[config.mk]
export PLATFORM = sky130hd
export DESIGN_NAME = bmt_cell
export DESIGN_NICKNAME = d
export VERILOG_FILES = /design/src/rtl/core/assert_macros.svh /design/src/rtl/core/bmt_pkg.sv /design/src/rtl/core/bmt_cell.sv
export SDC_FILE = /design/constraint.sdc
export NUM_CORES = 1
export LEC_CHECK = 0
export BUFFER_PORTS_ARGS = -buffer_cell sky130_fd_sc_hd__clkbuf_2
export CAP_MARGIN = 5
export CORE_MARGIN = 4
export CORE_UTILIZATION = 48
export CTS_CLUSTER_SIZE = 8
export DETAILED_ROUTE_END_ITERATION = 12
export HOLD_SLACK_MARGIN = 0.02
export PLACE_DENSITY = 0.78
export SYNTH_ARGS = -nofsm -noshare
export SYNTH_HDL_FRONTEND = slang
export SYNTH_SLANG_ARGS = --single-unit
[constraint.sdc]
create_clock -name clk -period 2.35 [get_ports clk]
set_input_delay 0.3525 -clock clk [delete_from_list [all_inputs] [get_ports clk]]
set_output_delay 0.3525 -clock clk [all_outputs]
set_load 0.02 [all_outputs]
[src/rtl/core/assert_macros.svh]
// ---------------------------------------------------------------------------
// Assertion macros
// Shared concurrent assertion helpers, clocked on clk and disabled in reset.
// ---------------------------------------------------------------------------
`ifndef ASSERT_MACROS_SVH
`define ASSERT_MACROS_SVH

// The property must hold at every rising clock edge outside reset.
`define BMT_ASSERT(lbl, prop, msg) \
  lbl: assert property (@(posedge clk) disable iff (rst) prop) else $error(msg);

// The expression must never be true outside reset.
`define BMT_NEVER(lbl, expr, msg) \
  `BMT_ASSERT(lbl, !(expr), msg)

`endif

[src/rtl/core/bmt_pkg.sv]
// ---------------------------------------------------------------------------
// Breakpoint match table package
// Operation codes, the token that walks the cell chain and default sizes.
// ---------------------------------------------------------------------------
package bmt_pkg;

  localparam int DEFAULT_DEPTH = 128;
  localparam int FILE_W        = 16;
  localparam int LINE_W        = 16;
  localparam int COUNT_OUT_W   = 8;

  typedef enum logic [1:0] {
    OP_LOOKUP   = 2'd0,
    OP_SET      = 2'd1,
    OP_CLR_FILE = 2'd2,
    OP_CLR_ALL  = 2'd3
  } opcode_t;

  typedef struct packed {
    logic              act;
    opcode_t           op;
    logic [FILE_W-1:0] file_id;
    logic [LINE_W-1:0] line_no;
    logic              hit;
    logic              acc;
    logic              pend;
  } tok_t;

endpackage

[src/rtl/core/bmt_cell.sv]
// ---------------------------------------------------------------------------
// Breakpoint match table cell
// Holds one table entry and applies the passing operation token to it.
// ---------------------------------------------------------------------------
module bmt_cell #(
  parameter int CNT_W = 8
) (
  input  logic             clk,
  input  logic             rst,
  input  bmt_pkg::tok_t    tok_in,
  input  logic [CNT_W-1:0] rm_in,
  output bmt_pkg::tok_t    tok_out,
  output logic [CNT_W-1:0] rm_out
);

  logic                       valid;
  logic                       valid_next;
  logic [bmt_pkg::FILE_W-1:0] file_id;
  logic [bmt_pkg::LINE_W-1:0] line_no;
  logic                       store;
  logic                       file_eq;
  bmt_pkg::tok_t              tok_next;
  logic [CNT_W-1:0]           rm_next;

  assign file_eq = valid && (file_id == tok_in.file_id);

  always_comb begin
    tok_next   = tok_in;
    rm_next    = rm_in;
    valid_next = valid;
    store      = 1'b0;
    if (tok_in.act) begin
      case (tok_in.op)
        bmt_pkg::OP_LOOKUP: begin
          if (file_eq && (line_no == tok_in.line_no)) begin
            tok_next.hit = 1'b1;
          end
        end
        bmt_pkg::OP_SET: begin
          if (tok_in.pend && !valid) begin
            store         = 1'b1;
            valid_next    = 1'b1;
            tok_next.pend = 1'b0;
          end
        end
        bmt_pkg::OP_CLR_FILE: begin
          if (file_eq) begin
            valid_next = 1'b0;
            rm_next    = rm_in + CNT_W'(1);
          end
        end
        default: begin
          valid_next = 1'b0;
        end
      endcase
    end
  end

  always_ff @(posedge clk) begin
    if (rst) begin
      valid       <= 1'b0;
      tok_out.act <= 1'b0;
    end else begin
      valid       <= valid_next;
      tok_out.act <= tok_next.act;
    end
    tok_out.op      <= tok_next.op;
    tok_out.file_id <= tok_next.file_id;
    tok_out.line_no <= tok_next.line_no;
    tok_out.hit     <= tok_next.hit;
    tok_out.acc     <= tok_next.acc;
    tok_out.pend    <= tok_next.pend;
    rm_out          <= rm_next;
    if (store) begin
      file_id <= tok_in.file_id;
      line_no <= tok_in.line_no;
    end
  end

endmodule

* Word level (Yosys, flattened, before mapping)
Index checks and enable logic that the tools add are counted.
Word-level totals: logic and storage cells 40, output and inout bits 46, bits in registers 79, input port bits 48
Operators by class: bitwise operators 1, add/subtract/negate cells 1, mux-type cells 15, reduce and logical (&&, ||, !) cells 6, equal/unequal tests 6
Operators with widths (count):
- $eq A16 B16 Y1 | 2
- $mux W8 | 3
- $mux W1 | 11
- $add A8 B1 Y8 const B | 1
- $ne A2 B2 Y1 const B | 2
- $reduce_and A4 Y1 | 1
- $logic_and A1 B1 Y1 | 3
- $pmux W1 S3 | 1
- $eq A2 B1 Y1 const B | 1
- $eq A2 B2 Y1 const B | 1
- $logic_not A2 Y1 | 1
- $logic_not A1 Y1 | 1
- $not A1 Y1 | 1

* Logic depth before layout (Yosys ltp)
Gate-level depths: netlist (run 1).
word-level depth 6, gate-level depth with buffers 5, mapped depth without buffers 5

* Worst setup path after synthesis (run 1)
OpenSTA, ideal clock, no wires.
path type input to register, start in tok_in[36] (netlist bit), end reg file_id[0] (netlist bit), enable pin, buffers on the path 0, setup time 0.393 ns, stages 3, data required time 1.957 ns, arrival 1.565 ns, slack 0.392 ns, cells stage by stage nand2b_1 > nor3b_1 > and2_1
On the way: cells in the longest elaborated chain, start to end 3
RTL lines:
- start, declared | line bmt_cell.sv:10 | input bmt_pkg::tok_t tok_in,
- $eq A2 B1 Y1 | line bmt_cell.sv:33 | case (tok_in.op)
- $mux W1 | line bmt_cell.sv:33
- $mux W1 | line bmt_cell.sv:32 | if (tok_in.act) begin
- named net store | line bmt_cell.sv:20 | logic store;
- end signal, assigned | line bmt_cell.sv:75 | file_id <= tok_in.file_id;
- end, declared | line bmt_cell.sv:18 | logic [bmt_pkg::FILE_W-1:0] file_id;
The timed path passes the listed nets, and every way through them passes these cells. A chain may end at the register's enable or synchronous reset.

* Worst setup path in the final report (run 1)
start reg file_id[2] (netlist bit), end reg rm_out[1]
On the way: cells in the longest elaborated chain, start to end 5
RTL lines:
- $eq A16 B16 Y1 | line bmt_cell.sv:25 | assign file_eq = valid && (file_id == tok_in.file_id);
- $logic_and A1 B1 Y1 | line bmt_cell.sv:25
- $mux W8 | line bmt_cell.sv:47 | if (file_eq) begin
- $mux W8 | line bmt_cell.sv:33
- $mux W8 | line bmt_cell.sv:32
- named net rm_next[1] | line bmt_cell.sv:23 | logic [CNT_W-1:0] rm_next;
- end signal, assigned | line bmt_cell.sv:73 | rm_out <= rm_next;
- end, declared | line bmt_cell.sv:13 | output logic [CNT_W-1:0] rm_out
The timed path passes the listed nets, and every way through them passes these cells.

==> results of run 1 <==
## sequential cells by signal, summed over array words and instances (netlist names)
signal	flops
rm_out	8
tok_out	38
line_no	16
file_id	16
valid	1
## cells in the mapped netlist, drive strengths merged
library cell,n,area [um^2]
nor2b,2,12.5
xor2,2,17.5
nand2,1,3.75
nor3b,1,7.51
a31o,1,8.76
and2,2,15.0
nor3,2,10.0
nand3,4,20.0
nand2b,2,12.5
nor4,2,27.5
nor2,2,7.51
and3,2,12.5
nand4,9,56.3
xnor2,37,324
nand3b,2,15.0
mux2,1,15.0
ha,1,12.5
and4,1,8.76
dfxtp,47,941
o21ba,1,10.0
edfxtp,32,961
## layer usage
layer	wire length, um	part of all wire
met1	1810	0.41
met2	2120	0.48
met3	438	0.099
met4	60	0.014
met5	0	0
## final timing paths
| path | endpoint | startpoint | slack, ns |
|---|---|---|---|
| worst max-delay path | rm_out[1]$_DFF_P_ | file_id[2]$_DFFE_PP_ | 0.71 |
| worst max register to register | rm_out[1]$_DFF_P_ | file_id[2]$_DFFE_PP_ | 0.71 |
| worst min-delay path | tok_out[1]$_DFF_P_ | tok_in[1] | 0.12 |
| worst min register to register | valid$_SDFFE_PP0P_ | valid$_SDFFE_PP0P_ | 0.51 |
## metrics by stage
stage,hold WS (ns),cells,util
4_1_cts,0.100,332,0.665
2_1_floorplan,0.380,154,-
5_1_grt,0.0913,332,0.665
3_3_place_gp,0.455,316,0.628
3_5_place_dp,0.456,316,0.628
6_report,0.119,332,0.665
## area by class of cell
class | count | area [um^2] | area share
timing repair buffer | 95 | 480 | 0.148
tap | 67 | 83.8 | 0.0258
clock buffer | 11 | 131 | 0.0405
multi-input combinational | 75 | 597 | 0.184
clock inverter | 5 | 48.8 | 0.0150
sequential | 79 | 1900 | 0.586
## power by group through the flow
stage	registers [mW]	logic [mW]	clock network, mW
CTS	1.49	0.223	0.949
global placement	1.52	0.218	0
floorplan	1.58	0.0535	0
global route	1.50	0.238	1.01
finish	1.49	0.219	0.920
detailed placement	1.53	0.222	0
## cell families (layout without fill, tap and decap cells)
| logic type | after synthesis | count (layout) | share of synthesized area |
|---|---|---|---|
| AO/OA/AOI/OAI | 2 | 2 | 0.00751 |
| multiplexers | 1 | 1 | 0.00601 |
| buffers and inverters | 0 | 111 | 0 |
| adder cells (fa/ha/maj) | 1 | 1 | 0.00501 |
| flip-flops | 79 | 79 | 0.761 |
| AND/OR/NAND/NOR | 32 | 32 | 0.0836 |
| XOR/XNOR | 39 | 39 | 0.137 |
==> flow_metrics.py, run 1 <==
metrics = {
    "status": {
        "status": "finished clean",
    },
    "power": {
        "clkPwrFrac": 0.349,
        "p_seq_frac": 0.567,
        "p_total_mw": 2.63,
        "combPwrFrac": 0.083,
        "power.internal_mw": 2.05,
        "power_switching_share": 0.220,
        "switchingPower_mw": 0.580,
        "peakVddDrop_v": 0.000594,
        "power.static_leakage_nw": 1.35,
        "power.density_nw_per_um2": 812,
    },
    "timing": {
        "setup_tns_ns": 0,
        "rsz0062_at_grt": "false",
        "tightest_slew_ns": 0.424,
        "setup_viol_count_final": 0,
        "drv_slew": 0,
        "max_freq_mhz": 610,
        "post-route-min-period_ns": 1.64,
        "period_share": 0.697,
        "clock-skew-final_ns": 0.00603,
        "final_hold_viol_count": 0,
        "setup_ws_ns": 0.712,
        "maxSlewHeadroom": 0.718,
    },
    "worst_setup_path": {
        "worstPathCellList": "xnor2_1 > nand4_1 > nor4_4 > and2_4 > mux2_4",
        "cp_slowest_stage_delay_ns": 0.39,
        "worstPathMaxFanout": 2,
        "cp.depth": 5,
        "cp.arrival_ns": 1.86,
        "worstSetupPathType": "reg -> reg",
        "cp.required_ns": 2.57,
        "slowest_stage": "edfxtp_1",
        "r2r_cells": 5,
        "crit_family": "simple AND/OR/NAND/NOR gates",
        "worst-path-buf-inv": 0,
        "cp-end-kind": "flip-flop",
        "startpoint_type": "flip-flop",
    },
    "die": {
        "die_y_um": 80.2,
        "io_pins": 94,
        "num_rows": 25,
        "start_util": 0.512,
        "core_um2": 4880,
        "dieWidth_um": 80.2,
        "dieArea_um2": 6420,
    },
    "route": {
        "num_vias": 1505,
        "drtAntennaViolNets": 0,
        "wl_mm": 4.44,
        "drt-pass1-iter-count": 4,
        "routedWlPerCell_um": 13.4,
        "drcViolationCount": 0,
        "viasPerCell": 4.53,
        "drt_iter0_markers": 54,
    },
    "clocking": {
        "cts_tree": "done",
        "htree_levels": 3,
        "numCtsBuffers": 9,
        "cts_root_buffer": "clkbuf_8",
        "cts.sinks": 79,
        "cts.repair.resized": 0,
        "ctsHoldBuffers": 0,
        "clk_latency_ns": 0.33,
        "cts_setup_buffers": 0,
        "cts_max_path_buffers": 2,
        "clk_pin_slew_worst_paths_ns": 0.07,
    },
    "synthesis": {
        "ys_types": 23,
        "syn_avg_cell_area_um2": 16.2,
        "yosys_warnings": 0,
        "ys_ff_latch": 79,
        "syn-cell-area_um2": 2500,
        "syn_nets": 203,
        "netlist_instances": 154,
        "seq_area_frac_synth": 0.761,
    },
    "grt": {
        "use_met2": 0.233,
        "overflow": 0,
        "grt_pass1_vias": 1566,
        "grt_pass1_wl_mm": 6.93,
        "grt_use_met3": 0.0684,
        "grtUsageMet1": 0.162,
        "grt_antenna_before_repair": 0,
        "busiest_layer": "met2",
        "grt_usage": 0.147,
        "grt_max_degree": 34,
    },
    "finish": {
        "fill_cells": 383,
        "final_cell_area_um2": 3240,
        "drive_above_1_share": 0.423,
        "layout_common_cells": "93 x clkbuf_2, 47 x dfxtp_1, 37 x xnor2_1",
        "area_growth_pct": 29.8,
        "finalNetCount": 309,
        "final_common_cell": "clkbuf_2",
        "diodes": 0,
    },
    "worst_hold_path": {
        "hp-class": "in -> reg",
        "worstHoldPathCells": 1,
    },
    "run": {
        "max_cap_violations": 0,
    },
    "placement": {
        "dp_hpwl_mm": 3.39,
        "io_buffers": 93,
        "gp_congestion": 0.716,
        "place_area_um2": 3060,
        "place_ws_ns": 0.575,
    },
}
Note: power is estimated with default switching activity, not from simulation.
==> inputs of run 2 (changes only) <==
==> constraint.sdc (replaced) <==
create_clock -name clk -period 1.6 [get_ports clk]
set_input_delay 0.24 -clock clk [delete_from_list [all_inputs] [get_ports clk]]
set_output_delay 0.24 -clock clk [all_outputs]
set_load 0.02 [all_outputs]
==> flow_metrics.py, run 2 (same netlist as run 1, synthesis figures left out) <==
metrics = {
    "finish": {
        "largest_register_ffs": 38,
        "top_register": "tok_out",
        "utilization": 0.706,
        "final_cell_count_no_fill": 343,
        "regArea_um2": 1900,
        "finalNetCount": 320,
        "fill_cells": 371,
        "diodes": 0,
        "largestRegisters": "tok_out x38, file_id x16, line_no x16",
        "layout_common_cells": "93 x clkbuf_2, 47 x dfxtp_1, 35 x xnor2_1",
        "area_growth_pct": 37.9,
        "multi_input_comb_area_um2": 631,
        "drive_above_1_share": 0.460,
        "final_common_cell": "clkbuf_2",
    },
    "timing": {
        "period_share": 1.06,
        "drv_slew": 0,
        "post-route-min-period_ns": 1.70,
        "setup_viol_count_final": 6,
        "maxSlewHeadroom": 0.778,
        "setup_tns_ns": -0.222,
        "clock-skew-final_ns": 0.00802,
        "max_freq_mhz": 588,
        "tightest_slew_ns": 0.331,
        "setup_ws_ns": -0.101,
        "rsz0062_at_grt": "true",
        "final_hold_viol_count": 0,
    },
    "worst_setup_path": {
        "worstSetupPathType": "reg -> reg",
        "crit_family": "simple AND/OR/NAND/NOR gates",
        "r2r_cells": 5,
        "worstPathCellList": "xnor2_2 > nand4_1 > nor4_4 > and2_4 > mux2_4",
        "r2r_slack_ns": -0.10,
        "slowest_stage": "edfxtp_1",
        "worstPathMaxFanout": 2,
        "cp.arrival_ns": 1.92,
        "worst-path-buf-inv": 0,
        "cp_slowest_stage_delay_ns": 0.43,
        "regToRegStartpoint": "file_id[5]$_DFFE_PP_",
        "cp-end-kind": "flip-flop",
        "startpoint_type": "flip-flop",
        "rr_endpoint": "rm_out[1]$_DFF_P_",
        "cp.required_ns": 1.82,
    },
    "clocking": {
        "clk_pin_slew_worst_paths_ns": 0.08,
        "htree_levels": 3,
        "cts_max_path_buffers": 2,
        "cts.sinks": 79,
        "numCtsBuffers": 9,
        "cts_root_buffer": "clkbuf_8",
        "clk_latency_ns": 0.33,
        "cts_tree": "done",
    },
    "die": {
        "io_pins": 94,
        "num_rows": 25,
        "dieArea_um2": 6420,
        "die_y_um": 80.2,
        "dieWidth_um": 80.2,
        "start_util": 0.512,
        "core_um2": 4880,
    },
    "worst_hold_path": {
        "hp-start": "tok_in[36]",
        "hp-class": "in -> reg",
        "worstHoldPathCells": 1,
        "hold_end": "tok_out[36]$_DFF_P_",
    },
    "grt": {
        "grt_usage": 0.157,
        "overflow": 0,
        "grt_pass1_vias": 1614,
        "grt_pass1_wl_mm": 7.59,
        "grt_use_met3": 0.0538,
        "grt_max_degree": 21,
        "grt_antenna_before_repair": 0,
        "use_met2": 0.256,
        "grtUsageMet1": 0.190,
        "busiest_layer": "met2",
    },
    "power": {
        "power.static_leakage_nw": 1.44,
        "p_total_mw": 4.21,
        "power.density_nw_per_um2": 1220,
        "peakVddDrop_v": 0.000906,
    },
    "placement": {
        "dp.cells": 325,
        "io_buffers": 93,
        "place_ws_ns": -0.00718,
        "dp_hpwl_mm": 3.55,
        "gp_congestion": 0.714,
    },
    "route": {
        "num_vias": 1555,
        "viasPerCell": 4.53,
        "drt_iter0_markers": 65,
        "wl_mm": 4.71,
        "drcViolationCount": 0,
        "drtAntennaViolNets": 0,
        "drt-pass1-iter-count": 4,
        "routedWlPerCell_um": 13.7,
    },
    "status": {
        "violations": "negative setup slack",
        "status": "complete, but fails checks",
    },
    "run": {
        "max_cap_violations": 0,
    },
}
[run 2: worst max-delay path by stage]
stage               slack, ns  cells after the start                end                 start
floorplan               -0.12                      5  rm_out[1]$_DFF_P_  file_id[4]$_DFFE_PP_
global placement         0.02                      6  rm_out[5]$_DFF_P_  file_id[0]$_DFFE_PP_
detailed placement     -0.007                      6  rm_out[5]$_DFF_P_  file_id[0]$_DFFE_PP_
CTS                     -0.06                      5  rm_out[1]$_DFF_P_  file_id[5]$_DFFE_PP_
global route            -0.20                      5  rm_out[1]$_DFF_P_  file_id[5]$_DFFE_PP_
finish                  -0.10                      5  rm_out[1]$_DFF_P_  file_id[5]$_DFFE_PP_
[run 2: layout make-up]
| class | instances | area share |
|---|---|---|
| Clock buffer | 14 | 0.0505 |
| Clock inverter | 2 | 0.0174 |
| Multi-Input combinational cell | 75 | 0.183 |
| Sequential cell | 79 | 0.552 |
| Tap cell | 67 | 0.0243 |
| Timing Repair Buffer | 106 | 0.173 |
[run 2: worst reg2reg max path, cell delays in order (launching register included)]
cell      delay (ns)
edfxtp_1        0.43
xnor2_2         0.18
nand4_1         0.17
nor4_4          0.34
and2_4          0.20
mux2_4          0.29
[run 2: report_power, final]
| group | switching, mW | internal (mW) |
|---|---|---|
| clock network | 0.651 | 1.02 |
| logic | 0.195 | 0.151 |
| registers | 0.0227 | 2.17 |
| total | 0.868 | 3.34 |
[run 2: metrics by stage]
step	area (um^2)	hold WS (ns)
2_1_floorplan	2500	0.268
3_3_place_gp	3160	0.343
3_5_place_dp	3160	0.348
4_1_cts	3410	0.0337
5_1_grt	3440	0.0301
6_report	3440	0.0421
[run 2: per-layer routing]
layer | up-vias | part of all wire
met2 | 57 | 0.49
met5 | - | 0
li1 | 775 | -
met3 | 6 | 0.075
met1 | 717 | 0.42
met4 | 0 | 0.011
[run 2: timing repair]
item,CTS,global route
endpoints found under the hold margin,1,0
pin swaps,2,2
buffers inserted,1,0
cloned,0,0
hold buffers,1,0
setup endpoints to repair,7,10
gates resized for setup,1,5
==> inputs of run 3 (changes only) <==
--- a/config.mk
+++ b/config.mk
@@ -5,14 +5,14 @@
 export SDC_FILE = /design/constraint.sdc
 export NUM_CORES = 1
 export LEC_CHECK = 0
+export ABC_AREA = 1
 export BUFFER_PORTS_ARGS = -buffer_cell sky130_fd_sc_hd__clkbuf_2
 export CAP_MARGIN = 5
 export CORE_MARGIN = 4
-export CORE_UTILIZATION = 48
+export CORE_UTILIZATION = 35
 export CTS_CLUSTER_SIZE = 8
 export DETAILED_ROUTE_END_ITERATION = 12
 export HOLD_SLACK_MARGIN = 0.02
-export PLACE_DENSITY = 0.78
 export SYNTH_ARGS = -nofsm -noshare
 export SYNTH_HDL_FRONTEND = slang
 export SYNTH_SLANG_ARGS = --single-unit
==> flow_metrics.py, run 3 <==
metrics = {
    "synthesis": {
        "ys_types": 23,
        "yosys.area.top_type": "edfxtp_1",
        "netlist_instances": 332,
        "synthMostInstantiatedCell": "nand2_1",
        "synthTopCellsByCount": "104 x nand2_1, 66 x inv_1, 47 x dfxtp_1",
        "synthFlopType": "dfxtp_1",
        "ys_ff_latch": 79,
        "synth_enable_flop_cells": 32,
        "syn_nets": 381,
        "syn-cell-area_um2": 2990,
        "synth_area_leaders": "edfxtp_1 32%, dfxtp_1 31%, nand2_1 13%, inv_1 8.3%, nor2_1 4.1%",
        "seq_area_frac_synth": 0.636,
        "yosys_warnings": 0,
        "syn_avg_cell_area_um2": 9.01,
        "synth_top_area_frac": 0.321,
        "async_reset_ff_frac": 0,
    },
    "route": {
        "routedWlPerCell_um": 11.0,
        "num_vias": 2360,
        "drt-pass1-iter-count": 4,
        "drtAntennaViolNets": 0,
        "drt_iter0_markers": 70,
        "wl_mm": 6.11,
        "viasPerCell": 4.25,
        "drcViolationCount": 0,
    },
    "placement": {
        "gp_congestion": 0.806,
        "place_area_um2": 3640,
        "dp.cells": 532,
        "place_ws_ns": 0.146,
        "dp_hpwl_mm": 4.67,
        "io_buffers": 93,
    },
    "worst_setup_path": {
        "worstPathMaxFanout": 6,
        "cp.arrival_ns": 1.69,
        "worst-path-buf-inv": 1,
        "slowest_stage": "edfxtp_1",
        "crit_family": "simple AND/OR/NAND/NOR gates",
        "cp-end-kind": "flip-flop",
        "worstPathCellList": "nor2_1 > nor2_1 > nor2_1 > nand2_1 > nor2_2 > nand2_4 > nor2_8 > nand3_1 > nand2_1 > inv_1",
        "worstSetupPathType": "reg -> reg",
        "crit_top_cell": "nor2_1",
        "startpoint_type": "flip-flop",
        "cp_slowest_stage_delay_ns": 0.43,
        "cp.required_ns": 1.84,
    },
    "clocking": {
        "cts_root_buffer": "clkbuf_8",
        "cts_max_path_buffers": 2,
        "numCtsBuffers": 9,
        "ctsHoldBuffers": 6,
        "cts.sinks": 79,
        "clk_latency_ns": 0.34,
        "clk_pin_slew_worst_paths_ns": 0.08,
        "cts.repair.resized": 0,
        "htree_levels": 3,
        "cts_setup_buffers": 0,
        "cts_tree": "done",
    },
    "timing": {
        "hold_slack_ns": 0.0433,
        "post-route-min-period_ns": 1.45,
        "tightest_slew_ns": 0.348,
        "setup_ws_ns": 0.152,
        "final_hold_viol_count": 0,
        "clock-skew-final_ns": 0.00607,
        "period_share": 0.905,
        "setup_tns_ns": 0,
        "setup_viol_count_final": 0,
        "drv_slew": 0,
        "maxSlewHeadroom": 0.766,
        "max_freq_mhz": 690,
        "rsz0062_at_grt": "false",
    },
    "finish": {
        "final_cell_area_um2": 3890,
        "final_common_cell": "nand2_1",
        "diodes": 0,
        "fill_cells": 804,
        "area_growth_pct": 30.2,
        "drive_above_1_share": 0.273,
        "largestRegisters": "tok_out x38, file_id x16, line_no x16",
        "largest_register_ffs": 38,
        "layout_common_cells": "104 x nand2_1, 93 x clkbuf_2, 65 x inv_1",
        "utilization": 0.472,
        "final_cell_count_no_fill": 555,
        "top_register": "tok_out",
        "finalNetCount": 494,
    },
    "power": {
        "p_total_mw": 3.98,
        "power.density_nw_per_um2": 1020,
        "power.static_leakage_nw": 2.01,
        "peakVddDrop_v": 0.000476,
    },
    "grt": {
        "grt_pass1_vias": 2272,
        "grt_max_degree": 19,
        "overflow": 0,
        "grt_usage": 0.129,
        "grt_pass1_wl_mm": 10.1,
        "grt_antenna_before_repair": 0,
    },
    "die": {
        "core_um2": 8260,
        "num_rows": 33,
        "dieWidth_um": 100,
        "dieArea_um2": 10100,
        "start_util": 0.362,
        "io_pins": 94,
        "die_y_um": 100,
    },
    "status": {
        "status": "finished clean",
    },
    "worst_hold_path": {
        "hp-class": "in -> reg",
    },
    "run": {
        "max_cap_violations": 0,
    },
}
## run 3: cell types whose count changed in the layout (fill, tap and decap cells not counted), sizes merged, moves of 3 or more
cell | previous run | this run
nor2 | 2 | 39
clkbuf | 107 | 104
nand4 | 9 | 4
o21ai | 0 | 3
nand2 | 1 | 107
xnor2 | 37 | 4
buf | 12 | 2
inv | 0 | 68
o22ai | 0 | 5
nand3 | 4 | 10
clkinv | 0 | 5
dlygate4sd3 | 1 | 7
## run 3: routing by layer
layer | global-route usage | part of all wire
met4 | 0.0674 | 0.013
met3 | 0.0381 | 0.084
met1 | 0.164 | 0.45
met5 | 0 | 0
met2 | 0.198 | 0.45
## run 3: final timing paths
check	from	end	slack (ns)	cells past startpoint
max	file_id[9]$_DFFE_PP_	rm_out[3]$_DFF_P_	0.15	10
min	tok_in[19]	tok_out[19]$_DFF_P_	0.04	1
max reg2reg	file_id[9]$_DFFE_PP_	rm_out[3]$_DFF_P_	0.15	10
min reg2reg	valid$_SDFFE_PP0P_	tok_out[0]$_DFF_P_	0.55	2
## run 3: final cells by class
class                   instances  area, um^2  area share
multi-input cells             183         851       0.219
flip-flops and latches         79        1900       0.489
clock inverters                 5        51.3      0.0132
repair buffers                102         551       0.141
clock buffers                  11         131      0.0337
inverters                      70         275      0.0707
well taps                     105         131      0.0337
## run 3: where the power goes
group          leakage (nW)  switching [mW]  internal, mW
logic                  1.23           0.248         0.148
clock network        0.0907           0.677         0.712
registers             0.687          0.0253          2.17
## run 3: kinds of logic after synthesis
kind of cell	Yosys count	share of synthesized area
buffers and inverters	70	0.0878
XOR/XNOR	6	0.0176
adder cells (fa/ha/maj)	1	0.00418
AND/OR/NAND/NOR	165	0.233
AO/OA/AOI/OAI	11	0.0213
flip-flops	79	0.636
